--- config.mk ---
export PLATFORM = sky130hd
export DESIGN_NAME = complete_binary_tree_engine_unit
export DESIGN_NICKNAME = d
export VERILOG_FILES = /design/src/rtl/cbt_pkg.sv /design/src/rtl/complete_binary_tree_engine_unit.sv /design/src/rtl/cbt_ram.sv /design/src/rtl/cbt_datapath.sv /design/src/rtl/cbt_ctrl.sv
export SDC_FILE = /design/constraint.sdc
export NUM_CORES = 2
export LEC_CHECK = 0
export BUFFER_PORTS_ARGS = -buffer_cell sky130_fd_sc_hd__clkbuf_2
export CAP_MARGIN = 20
export CORE_MARGIN = 1.5
export CORE_UTILIZATION = 45
export DETAILED_ROUTE_END_ITERATION = 8
export PLACE_DENSITY_LB_ADDON = 0.3
export REMOVE_ABC_BUFFERS = 1
export SYNTH_ARGS = -nofsm -noshare
export SYNTH_HDL_FRONTEND = slang
export SYNTH_SLANG_ARGS = --single-unit
export TNS_END_PERCENT = 10
--- constraint.sdc ---
create_clock -name clk -period 3.5 [get_ports clk]
set_input_delay 0.175 -clock clk [delete_from_list [all_inputs] [get_ports clk]]
set_output_delay 0.175 -clock clk [all_outputs]
set_load 0.02 [all_outputs]
--- src/rtl/cbt_pkg.sv ---
// Shared constants, codes and controller/datapath interface types for the tree engine.
package cbt_pkg;

  localparam int CAPACITY = 64;
  localparam int NODE_W   = $clog2(CAPACITY + 1);
  localparam int ADDR_W   = $clog2(CAPACITY);
  localparam int DATA_W   = 32;
  localparam int LEAF_W   = 7;
  localparam int CMD_W    = 3;
  localparam int STAT_W   = 3;

  typedef enum logic [CMD_W-1:0] {
    CMD_INSERT = 3'd0,
    CMD_SEARCH = 3'd1,
    CMD_PRE    = 3'd2,
    CMD_IN     = 3'd3,
    CMD_POST   = 3'd4,
    CMD_LEAF   = 3'd5
  } cmd_t;

  typedef enum logic [STAT_W-1:0] {
    STS_OK        = 3'd0,
    STS_FULL      = 3'd1,
    STS_NOT_FOUND = 3'd2,
    STS_FOUND     = 3'd3,
    STS_EMPTY     = 3'd4
  } status_t;

  // Index step applied to the heap cursor (1-based slot number).
  typedef enum logic [2:0] {
    K_HOLD,
    K_ROOT,
    K_LEFT,
    K_RIGHT,
    K_UP,
    K_NEXT
  } kop_t;

  // What goes into the pending result register.
  typedef enum logic [2:0] {
    RES_FULL,
    RES_OK,
    RES_NOT_FOUND,
    RES_FOUND,
    RES_EMPTY,
    RES_LEAF,
    RES_NODE
  } res_t;

  typedef enum logic [3:0] {
    S_IDLE,
    S_DECODE,
    S_RESP,
    S_SRCH_RD,
    S_SRCH_CMP,
    S_DESC,
    S_RD,
    S_VISIT,
    S_ADV,
    S_UP
  } state_t;

  typedef struct packed {
    logic capture;
    kop_t kop;
    logic wr_en;
    logic res_set;
    res_t res_sel;
    logic out_ld;
    logic out_last;
  } ctl_t;

  typedef struct packed {
    logic [CMD_W-1:0] cmd;
    logic             full;
    logic             empty;
    logic             has_left;
    logic             has_right;
    logic             sib_ok;
    logic             k_odd;
    logic             k_root;
    logic             k_end;
    logic             match;
    logic             pend_full;
    logic             out_free;
  } stat_t;

endpackage

--- src/rtl/complete_binary_tree_engine_unit.sv ---
// Top level of the complete binary tree engine: controller plus datapath.
//
//  channel | ports                                              | dir | handshake
//  --------+----------------------------------------------------+-----+----------------------
//  input   | in_cmd[2:0], in_value[31:0]                        | in  | in_valid / in_ready
//  result  | out_status[2:0], out_item_value[31:0],             | out | out_valid / out_ready
//          | out_leaf_total[6:0], out_last                      |     |
//
//  One item is worked at a time; in_ready is high only while the controller is idle.
//  Insert and leaf count: captured in idle, result set in decode, loaded in the response state.
//  Search: each stored slot is read from the registered RAM and then compared, in slot order,
//  until a match or the last slot. Walks: the cursor steps one heap link at a time, and
//  each node is read from the registered node store before it is visited.
//  Reset clears the node count and all control state; the store is never swept.
//  A stalled result (out_ready low) holds the walk at the next node visit.
module complete_binary_tree_engine_unit (
  input  logic                              clk,
  input  logic                              rst_n,
  input  logic                              in_valid,
  output logic                              in_ready,
  input  logic [cbt_pkg::CMD_W-1:0]         in_cmd,
  input  logic signed [cbt_pkg::DATA_W-1:0] in_value,
  output logic                              out_valid,
  input  logic                              out_ready,
  output logic [cbt_pkg::STAT_W-1:0]        out_status,
  output logic signed [cbt_pkg::DATA_W-1:0] out_item_value,
  output logic [cbt_pkg::LEAF_W-1:0]        out_leaf_total,
  output logic                              out_last
);

  // Command and status links between controller and datapath.
  cbt_pkg::ctl_t  ctl;
  cbt_pkg::stat_t stat;

  // Datapath: node store RAM, node count, heap cursor, pending and output registers.
  cbt_datapath u_dp (
    .clk           (clk),
    .rst_n         (rst_n),
    .in_cmd        (in_cmd),
    .in_value      (in_value),
    .ctl           (ctl),
    .stat          (stat),
    .out_ready     (out_ready),
    .out_valid     (out_valid),
    .out_status    (out_status),
    .out_item_value(out_item_value),
    .out_leaf_total(out_leaf_total),
    .out_last      (out_last)
  );

  // Controller: decode the item, scan for a key, or step the cursor through a walk
  // without a stack, using only parent/child/sibling index moves.
  cbt_ctrl u_ctrl (
    .clk     (clk),
    .rst_n   (rst_n),
    .in_valid(in_valid),
    .in_ready(in_ready),
    .stat    (stat),
    .ctl     (ctl)
  );

endmodule

--- src/rtl/cbt_ram.sv ---
// Generic simple dual-port RAM with registered read.
module cbt_ram #(
  parameter int WIDTH = 32,
  parameter int DEPTH = 64
) (
  input  logic                     clk,
  input  logic                     wr_en,
  input  logic [$clog2(DEPTH)-1:0] wr_addr,
  input  logic [WIDTH-1:0]         wr_data,
  input  logic [$clog2(DEPTH)-1:0] rd_addr,
  output logic [WIDTH-1:0]         rd_data
);

  logic [WIDTH-1:0] mem [DEPTH];

  always_ff @(posedge clk) begin
    if (wr_en) begin
      mem[wr_addr] <= wr_data;
    end
    rd_data <= mem[rd_addr];
  end

endmodule

--- src/rtl/cbt_datapath.sv ---
// Datapath: node store, node count, heap cursor, pending result and output register.
module cbt_datapath (
  input  logic                         clk,
  input  logic                         rst_n,
  input  logic [cbt_pkg::CMD_W-1:0]    in_cmd,
  input  logic signed [cbt_pkg::DATA_W-1:0] in_value,
  input  cbt_pkg::ctl_t                ctl,
  output cbt_pkg::stat_t               stat,
  input  logic                         out_ready,
  output logic                         out_valid,
  output logic [cbt_pkg::STAT_W-1:0]   out_status,
  output logic signed [cbt_pkg::DATA_W-1:0] out_item_value,
  output logic [cbt_pkg::LEAF_W-1:0]   out_leaf_total,
  output logic                         out_last
);

  localparam int NW = cbt_pkg::NODE_W;

  logic [cbt_pkg::CMD_W-1:0]  cmd_r;
  logic [cbt_pkg::DATA_W-1:0] key_r;
  logic [NW-1:0]              n_r, n_nxt;
  logic [NW-1:0]              k_r, k_nxt;
  logic [cbt_pkg::DATA_W-1:0] rd_data;

  logic                       pend_full_r, pend_full_nxt;
  logic [cbt_pkg::STAT_W-1:0] pend_status_r, pend_status_nxt;
  logic [cbt_pkg::DATA_W-1:0] pend_value_r, pend_value_nxt;
  logic [cbt_pkg::LEAF_W-1:0] pend_leaf_r, pend_leaf_nxt;

  logic                       out_valid_r, out_valid_nxt;
  logic [cbt_pkg::STAT_W-1:0] out_status_r;
  logic [cbt_pkg::DATA_W-1:0] out_value_r;
  logic [cbt_pkg::LEAF_W-1:0] out_leaf_r;
  logic                       out_last_r;

  logic [NW:0] k2, n_ext, k_inc;
  logic [NW-1:0] leaves;

  cbt_ram #(
    .WIDTH(cbt_pkg::DATA_W),
    .DEPTH(cbt_pkg::CAPACITY)
  ) u_store (
    .clk    (clk),
    .wr_en  (ctl.wr_en),
    .wr_addr(n_r[cbt_pkg::ADDR_W-1:0]),
    .wr_data(key_r),
    .rd_addr(cbt_pkg::ADDR_W'(k_r - 1'b1)),
    .rd_data(rd_data)
  );

  assign k2     = {k_r, 1'b0};
  assign n_ext  = {1'b0, n_r};
  assign k_inc  = {1'b0, k_r} + 1'b1;
  assign leaves = n_r - (n_r >> 1);

  always_comb begin
    stat.cmd       = cmd_r;
    stat.full      = (n_ext >= (NW+1)'(cbt_pkg::CAPACITY));
    stat.empty     = (n_r == '0);
    stat.has_left  = (k2 <= n_ext);
    stat.has_right = ((k2 | (NW+1)'(1)) <= n_ext);
    stat.sib_ok    = (k_inc <= n_ext);
    stat.k_odd     = k_r[0];
    stat.k_root    = (k_r == NW'(1));
    stat.k_end     = (k_r == n_r);
    stat.match     = (rd_data == key_r);
    stat.pend_full = pend_full_r;
    stat.out_free  = !out_valid_r || out_ready;
  end

  // Cursor and node count.
  always_comb begin
    k_nxt = k_r;
    case (ctl.kop)
      cbt_pkg::K_HOLD:  k_nxt = k_r;
      cbt_pkg::K_ROOT:  k_nxt = NW'(1);
      cbt_pkg::K_LEFT:  k_nxt = k2[NW-1:0];
      cbt_pkg::K_RIGHT: k_nxt = k2[NW-1:0] | NW'(1);
      cbt_pkg::K_UP:    k_nxt = k_r >> 1;
      cbt_pkg::K_NEXT:  k_nxt = k_inc[NW-1:0];
      default:          k_nxt = k_r;
    endcase
    n_nxt = ctl.wr_en ? n_r + 1'b1 : n_r;
  end

  // Pending result: filled by the controller, drained into the output register.
  always_comb begin
    pend_status_nxt = pend_status_r;
    pend_value_nxt  = pend_value_r;
    pend_leaf_nxt   = pend_leaf_r;
    pend_full_nxt   = pend_full_r;
    if (ctl.out_ld) begin
      pend_full_nxt = 1'b0;
    end
    if (ctl.res_set) begin
      pend_full_nxt   = 1'b1;
      pend_value_nxt  = '0;
      pend_leaf_nxt   = '0;
      pend_status_nxt = cbt_pkg::STS_OK;
      case (ctl.res_sel)
        cbt_pkg::RES_FULL:      pend_status_nxt = cbt_pkg::STS_FULL;
        cbt_pkg::RES_OK:        pend_status_nxt = cbt_pkg::STS_OK;
        cbt_pkg::RES_NOT_FOUND: pend_status_nxt = cbt_pkg::STS_NOT_FOUND;
        cbt_pkg::RES_FOUND: begin
          pend_status_nxt = cbt_pkg::STS_FOUND;
          pend_value_nxt  = key_r;
        end
        cbt_pkg::RES_EMPTY:     pend_status_nxt = cbt_pkg::STS_EMPTY;
        cbt_pkg::RES_LEAF:      pend_leaf_nxt   = cbt_pkg::LEAF_W'(leaves);
        cbt_pkg::RES_NODE:      pend_value_nxt  = rd_data;
        default:                pend_status_nxt = cbt_pkg::STS_OK;
      endcase
    end
  end

  always_comb begin
    if (ctl.out_ld) begin
      out_valid_nxt = 1'b1;
    end else if (out_ready) begin
      out_valid_nxt = 1'b0;
    end else begin
      out_valid_nxt = out_valid_r;
    end
  end

  always_ff @(posedge clk) begin
    if (!rst_n) begin
      n_r         <= '0;
      pend_full_r <= 1'b0;
      out_valid_r <= 1'b0;
    end else begin
      n_r         <= n_nxt;
      pend_full_r <= pend_full_nxt;
      out_valid_r <= out_valid_nxt;
    end
  end

  always_ff @(posedge clk) begin
    if (ctl.capture) begin
      cmd_r <= in_cmd;
      key_r <= in_value;
    end
    k_r           <= k_nxt;
    pend_status_r <= pend_status_nxt;
    pend_value_r  <= pend_value_nxt;
    pend_leaf_r   <= pend_leaf_nxt;
    if (ctl.out_ld) begin
      out_status_r <= pend_status_r;
      out_value_r  <= pend_value_r;
      out_leaf_r   <= pend_leaf_r;
      out_last_r   <= ctl.out_last;
    end
  end

  assign out_valid      = out_valid_r;
  assign out_status     = out_status_r;
  assign out_item_value = out_value_r;
  assign out_leaf_total = out_leaf_r;
  assign out_last       = out_last_r;

endmodule

--- src/rtl/cbt_ctrl.sv ---
// Controller state machine: command decode, search scan and stackless tree walks.
module cbt_ctrl (
  input  logic           clk,
  input  logic           rst_n,
  input  logic           in_valid,
  output logic           in_ready,
  input  cbt_pkg::stat_t stat,
  output cbt_pkg::ctl_t  ctl
);

  cbt_pkg::state_t state_r, state_nxt;

  always_ff @(posedge clk) begin
    if (!rst_n) begin
      state_r <= cbt_pkg::S_IDLE;
    end else begin
      state_r <= state_nxt;
    end
  end

  // Next state.
  always_comb begin
    state_nxt = state_r;
    case (state_r)
      cbt_pkg::S_IDLE: begin
        if (in_valid) state_nxt = cbt_pkg::S_DECODE;
      end
      cbt_pkg::S_DECODE: begin
        case (stat.cmd)
          cbt_pkg::CMD_INSERT: state_nxt = cbt_pkg::S_RESP;
          cbt_pkg::CMD_SEARCH:
            state_nxt = stat.empty ? cbt_pkg::S_RESP : cbt_pkg::S_SRCH_RD;
          cbt_pkg::CMD_PRE:
            state_nxt = stat.empty ? cbt_pkg::S_RESP : cbt_pkg::S_RD;
          cbt_pkg::CMD_IN, cbt_pkg::CMD_POST:
            state_nxt = stat.empty ? cbt_pkg::S_RESP : cbt_pkg::S_DESC;
          cbt_pkg::CMD_LEAF:   state_nxt = cbt_pkg::S_RESP;
          default:             state_nxt = cbt_pkg::S_IDLE;
        endcase
      end
      cbt_pkg::S_RESP: begin
        if (stat.out_free) state_nxt = cbt_pkg::S_IDLE;
      end
      cbt_pkg::S_SRCH_RD: state_nxt = cbt_pkg::S_SRCH_CMP;
      cbt_pkg::S_SRCH_CMP: begin
        if (stat.match || stat.k_end) begin
          state_nxt = cbt_pkg::S_RESP;
        end else begin
          state_nxt = cbt_pkg::S_SRCH_RD;
        end
      end
      cbt_pkg::S_DESC: begin
        if (!stat.has_left) state_nxt = cbt_pkg::S_RD;
      end
      cbt_pkg::S_RD: state_nxt = cbt_pkg::S_VISIT;
      cbt_pkg::S_VISIT: begin
        if (!stat.pend_full || stat.out_free) state_nxt = cbt_pkg::S_ADV;
      end
      cbt_pkg::S_ADV: begin
        case (stat.cmd)
          cbt_pkg::CMD_PRE:
            state_nxt = stat.has_left ? cbt_pkg::S_RD : cbt_pkg::S_UP;
          cbt_pkg::CMD_IN:
            state_nxt = stat.has_right ? cbt_pkg::S_DESC : cbt_pkg::S_UP;
          cbt_pkg::CMD_POST: begin
            if (stat.k_root) begin
              state_nxt = cbt_pkg::S_RESP;
            end else if (!stat.k_odd && stat.sib_ok) begin
              state_nxt = cbt_pkg::S_DESC;
            end else begin
              state_nxt = cbt_pkg::S_RD;
            end
          end
          default: state_nxt = cbt_pkg::S_RESP;
        endcase
      end
      cbt_pkg::S_UP: begin
        case (stat.cmd)
          cbt_pkg::CMD_PRE: begin
            if (stat.k_root) begin
              state_nxt = cbt_pkg::S_RESP;
            end else if (!stat.k_odd && stat.sib_ok) begin
              state_nxt = cbt_pkg::S_RD;
            end
          end
          cbt_pkg::CMD_IN: begin
            if (stat.k_root) begin
              state_nxt = cbt_pkg::S_RESP;
            end else if (!stat.k_odd) begin
              state_nxt = cbt_pkg::S_RD;
            end
          end
          default: state_nxt = cbt_pkg::S_RESP;
        endcase
      end
      default: state_nxt = cbt_pkg::S_IDLE;
    endcase
  end

  // Outputs.
  always_comb begin
    ctl          = '0;
    ctl.kop      = cbt_pkg::K_HOLD;
    ctl.res_sel  = cbt_pkg::RES_OK;
    in_ready     = 1'b0;
    case (state_r)
      cbt_pkg::S_IDLE: begin
        in_ready    = 1'b1;
        ctl.capture = in_valid;
      end
      cbt_pkg::S_DECODE: begin
        case (stat.cmd)
          cbt_pkg::CMD_INSERT: begin
            ctl.wr_en   = !stat.full;
            ctl.res_set = 1'b1;
            ctl.res_sel = stat.full ? cbt_pkg::RES_FULL : cbt_pkg::RES_OK;
          end
          cbt_pkg::CMD_SEARCH: begin
            ctl.kop     = cbt_pkg::K_ROOT;
            ctl.res_set = stat.empty;
            ctl.res_sel = cbt_pkg::RES_NOT_FOUND;
          end
          cbt_pkg::CMD_PRE, cbt_pkg::CMD_IN, cbt_pkg::CMD_POST: begin
            ctl.kop     = cbt_pkg::K_ROOT;
            ctl.res_set = stat.empty;
            ctl.res_sel = cbt_pkg::RES_EMPTY;
          end
          cbt_pkg::CMD_LEAF: begin
            ctl.res_set = 1'b1;
            ctl.res_sel = cbt_pkg::RES_LEAF;
          end
          default: ctl.res_set = 1'b0;
        endcase
      end
      cbt_pkg::S_RESP: begin
        ctl.out_ld   = stat.out_free;
        ctl.out_last = 1'b1;
      end
      cbt_pkg::S_SRCH_CMP: begin
        if (stat.match) begin
          ctl.res_set = 1'b1;
          ctl.res_sel = cbt_pkg::RES_FOUND;
        end else if (stat.k_end) begin
          ctl.res_set = 1'b1;
          ctl.res_sel = cbt_pkg::RES_NOT_FOUND;
        end else begin
          ctl.kop = cbt_pkg::K_NEXT;
        end
      end
      cbt_pkg::S_DESC: begin
        if (stat.has_left) ctl.kop = cbt_pkg::K_LEFT;
      end
      cbt_pkg::S_VISIT: begin
        // Emit the previous node only once its successor is known.
        ctl.res_sel = cbt_pkg::RES_NODE;
        if (!stat.pend_full) begin
          ctl.res_set = 1'b1;
        end else if (stat.out_free) begin
          ctl.res_set = 1'b1;
          ctl.out_ld  = 1'b1;
        end
      end
      cbt_pkg::S_ADV: begin
        case (stat.cmd)
          cbt_pkg::CMD_PRE: begin
            if (stat.has_left) ctl.kop = cbt_pkg::K_LEFT;
          end
          cbt_pkg::CMD_IN: begin
            if (stat.has_right) ctl.kop = cbt_pkg::K_RIGHT;
          end
          cbt_pkg::CMD_POST: begin
            if (!stat.k_root) begin
              ctl.kop = (!stat.k_odd && stat.sib_ok) ? cbt_pkg::K_NEXT : cbt_pkg::K_UP;
            end
          end
          default: ctl.kop = cbt_pkg::K_HOLD;
        endcase
      end
      cbt_pkg::S_UP: begin
        case (stat.cmd)
          cbt_pkg::CMD_PRE: begin
            if (!stat.k_root) begin
              ctl.kop = (!stat.k_odd && stat.sib_ok) ? cbt_pkg::K_NEXT : cbt_pkg::K_UP;
            end
          end
          cbt_pkg::CMD_IN: begin
            if (!stat.k_root) ctl.kop = cbt_pkg::K_UP;
          end
          default: ctl.kop = cbt_pkg::K_HOLD;
        endcase
      end
      default: ctl.kop = cbt_pkg::K_HOLD;
    endcase
  end

endmodule
==> impl_metrics.ini <==
[clock_network]
cts_made_buffers = 215
clk-insertion-delay-late_ps = 870
cts_max_path_buffers = 3
cts_setup_buffers = 0
root_buffer = clkbuf_16
cts_tree = yes
clock_sinks = 2220
clk_pin_slew_ps = 70
htree_levels = 4

[placement]
dp_slack_ps = 84.0
post-dp-hpwl_mm = 128
place.gp.congestion = 0.821
portBuffers = 83

[global_routing]
overflow = 0
grt_pass1_vias = 41000
grt_pass1_wl_mm = 306
globalRouteTotalUtil = 0.226
grt_start_max_net_pins = 67
antenna_found_initial = 10

[route]
drc_errors = 32
num_vias = 40500
dr.pass1.iters = 9
routedWlPerCell_um = 32.2
vias_per_cell = 6.02
antenna_left = 0
dr.first_iter.drc_count = 4483
wirelength_mm = 217

[timing]
max_freq_ghz = 0.297
slew_headroom = 0.290
worst_pin_slew_ps = 1060
setup_viol = 0
finalMaxSlewViolations = 0
fin_skew_ps = 60.8
grt_setup_unrepaired = false
period_minus_slack_ps = 3370
period_share = 0.962
final.setup.tns_ps = 0
hold_violations = 0
timing.final.ws_setup_ps = 133

[status]
run_status = complete, but fails checks
violations = DRC

[synthesis]
ys_seq_area_frac = 0.778
netlist_area_um2 = 85200
syn_inst = 3597
dominantRegCellSynth = edfxtp_1
synth_top_area_frac = 0.767
synth_top_cell_by_area = edfxtp_1
yosys_warnings = 0
synth_seq_cells = 2220
synth_edf_count = 2175
syn_area_per_cell_um2 = 23.7
synth_area_leaders = edfxtp_1 77%, mux4_2 17%, dfxtp_1 1.1%, a22oi_1 0.63%, ha_1 0.56%
yosysUniqueCellTypes = 65
ys_async_sr_fraction = 0

[die]
num_rows = 159
core_area_um2 = 188000
die_area_um2 = 192000
die-width_um = 438
initial_core_util = 0.453
die_y_um = 438
pin_count = 84

[worst_setup_path]
crit_fanout = 10
required_ps = 4200
critPathLaunchType = flop
crit_arrival_ps = 4070
critPathKind = reg -> reg
end_kind = flop

[cells_and_area]
nets = 4121
drive_above_1_share = 0.329
syn2layout_area_growth_pct = 16.8
final_cell_mix = 2,175 x edfxtp_1, 640 x mux4_2, 220 x clkbuf_16, 160 x buf_4, 111 x buf_12
final_common_cell = edfxtp_1
final_util = 0.530

[job]
maxCapViolations = 0

[power]
vdd_ir_drop_max_mv = 0.533
p_per_area_nw_per_um2 = 741
p_leak_nw = 31.4

[min_path]
holdCritPathClass = in -> reg
## logic make-up (layout without fill, tap and decap cells)
| family | Yosys count | count (layout) | share of synthesized area |
|---|---|---|---|
| xor+xnor | 62 | 62 | 0.00638 |
| flops | 2220 | 2220 | 0.778 |
| fa+ha+maj | 39 | 39 | 0.00582 |
| mux | 641 | 641 | 0.169 |
| simple gates | 247 | 247 | 0.0140 |
| compound gates | 187 | 187 | 0.0159 |
| other cells | 0 | 3 | 0 |
| buf+inv | 201 | 837 | 0.0110 |
## per-layer routing
layer  part of all wire  track usage  up-vias  wire (µm)
li1                   -            -    16400          -
met1               0.40        0.314    22100      86500
met2               0.50        0.377     1767     109000
met3              0.075       0.0366      286      16200
met4              0.022       0.0590        0       4810
met5                  0            0        -          0
## cells in the mapped netlist, types with 2 or more instances
cell type  instances
and4_1             2
and3b_1            2
xnor2_1           49
a21oi_1           26
o32ai_1            2
nor3b_1            6
o21a_1             2
nor3_1             4
and3_1             4
nor2b_1            4
a22o_1            32
and2_1             5
buf_4              4
or3_1              3
nand2b_1           4
a22oi_1           71
dfxtp_1           45
nand2_1           67
o211ai_1           5
a32oi_1            3
nand3_1           19
a211o_1            2
nand4b_1           3
mux4_2           640
nor2_1            96
buf_6              7
o21ai_0           16
ha_1              38
nor4_1             5
a2111oi_0          3
edfxtp_1        2175
buf_2             88
xor2_1            13
a31oi_1            3
clkbuf_1          77
nand4_1           11
a21o_1             7
inv_1             23
o21bai_1           5
## per-stage QoR
stage / cells / power [mW] / hold slack [ps] / area (µm²)
after global placement: 6269 / 50.8 / 356 / 91800
final: 6731 / 73.7 / 46.1 / 99500
after detailed placement: 6269 / 51.0 / 354 / 91800
after CTS: 6728 / 74.1 / 8.64 / 99500
after global routing: 6729 / 76.0 / 30.0 / 99500
after floorplan: 3420 / 41.8 / 274 / 84300
## layout make-up
type                       count  area [µm²]
antenna                        3        7.51
sequential                  2220       66200
inverter                      24        90.1
clock inverter               122        1190
multi-input combinational   1176       18600
tap                         2495        3120
clock buffer                 285        5940
fill                       14200       88300
timing repair buffer         406        4360
## power by group
group          switching (mW)  total (mW)  internal [mW]
sequential              0.827        32.2           31.4
combinational            10.3        18.2           7.90
clock                    9.89        23.2           13.3
## flip-flops by register name, summed over array words and instances (netlist names), 3 cells and up
signal,flops
u_ctrl.state_r,4
u_dp.cmd_r,3
u_dp.k_r,7
u_dp.key_r,32
u_dp.n_r,7
u_dp.out_item_value,32
u_dp.out_leaf_total,7
u_dp.out_status,3
u_dp.pend_leaf_r,7
u_dp.pend_status_r,3
u_dp.pend_value_r,32
u_dp.u_store.mem,2048
u_dp.u_store.rd_data,32
## final timing paths
| path | from | to | slack (ps) | cells after the start |
|---|---|---|---|---|
| worst min register to register | u_dp.pend_leaf_r[3]$_SDFFCE_PP0P_ | u_dp.out_leaf_total[3]$_DFFE_PP_ | 420 | 0 |
| worst max register to register | u_dp.k_r[3]$_DFFE_PP_ | u_dp.u_store.rd_data[19]$_DFF_P_ | 130 | 6 |
| worst min-delay path | in_value[12] | u_dp.key_r[12]$_DFFE_PP_ | 50 | 2 |
| worst max-delay path | u_dp.k_r[3]$_DFFE_PP_ | u_dp.u_store.rd_data[19]$_DFF_P_ | 130 | 6 |
## worst max-delay path: stages (launching register included)
cell	delay, ps
edfxtp_1	600
xnor2_2	920
buf_4	400
buf_4	230
mux4_2	320
a22oi_1	580
nand2_1	120
## timing repair
| item | 4_1_cts | 5_1_grt |
|---|---|---|
| endpoints found under the hold margin | 48 | 0 |
| hold buffers | 52 | 0 |
| gates resized for setup | 0 | 1 |
| setup endpoints to repair | 0 | 1 |
Power figures use the tool's default switching activity.
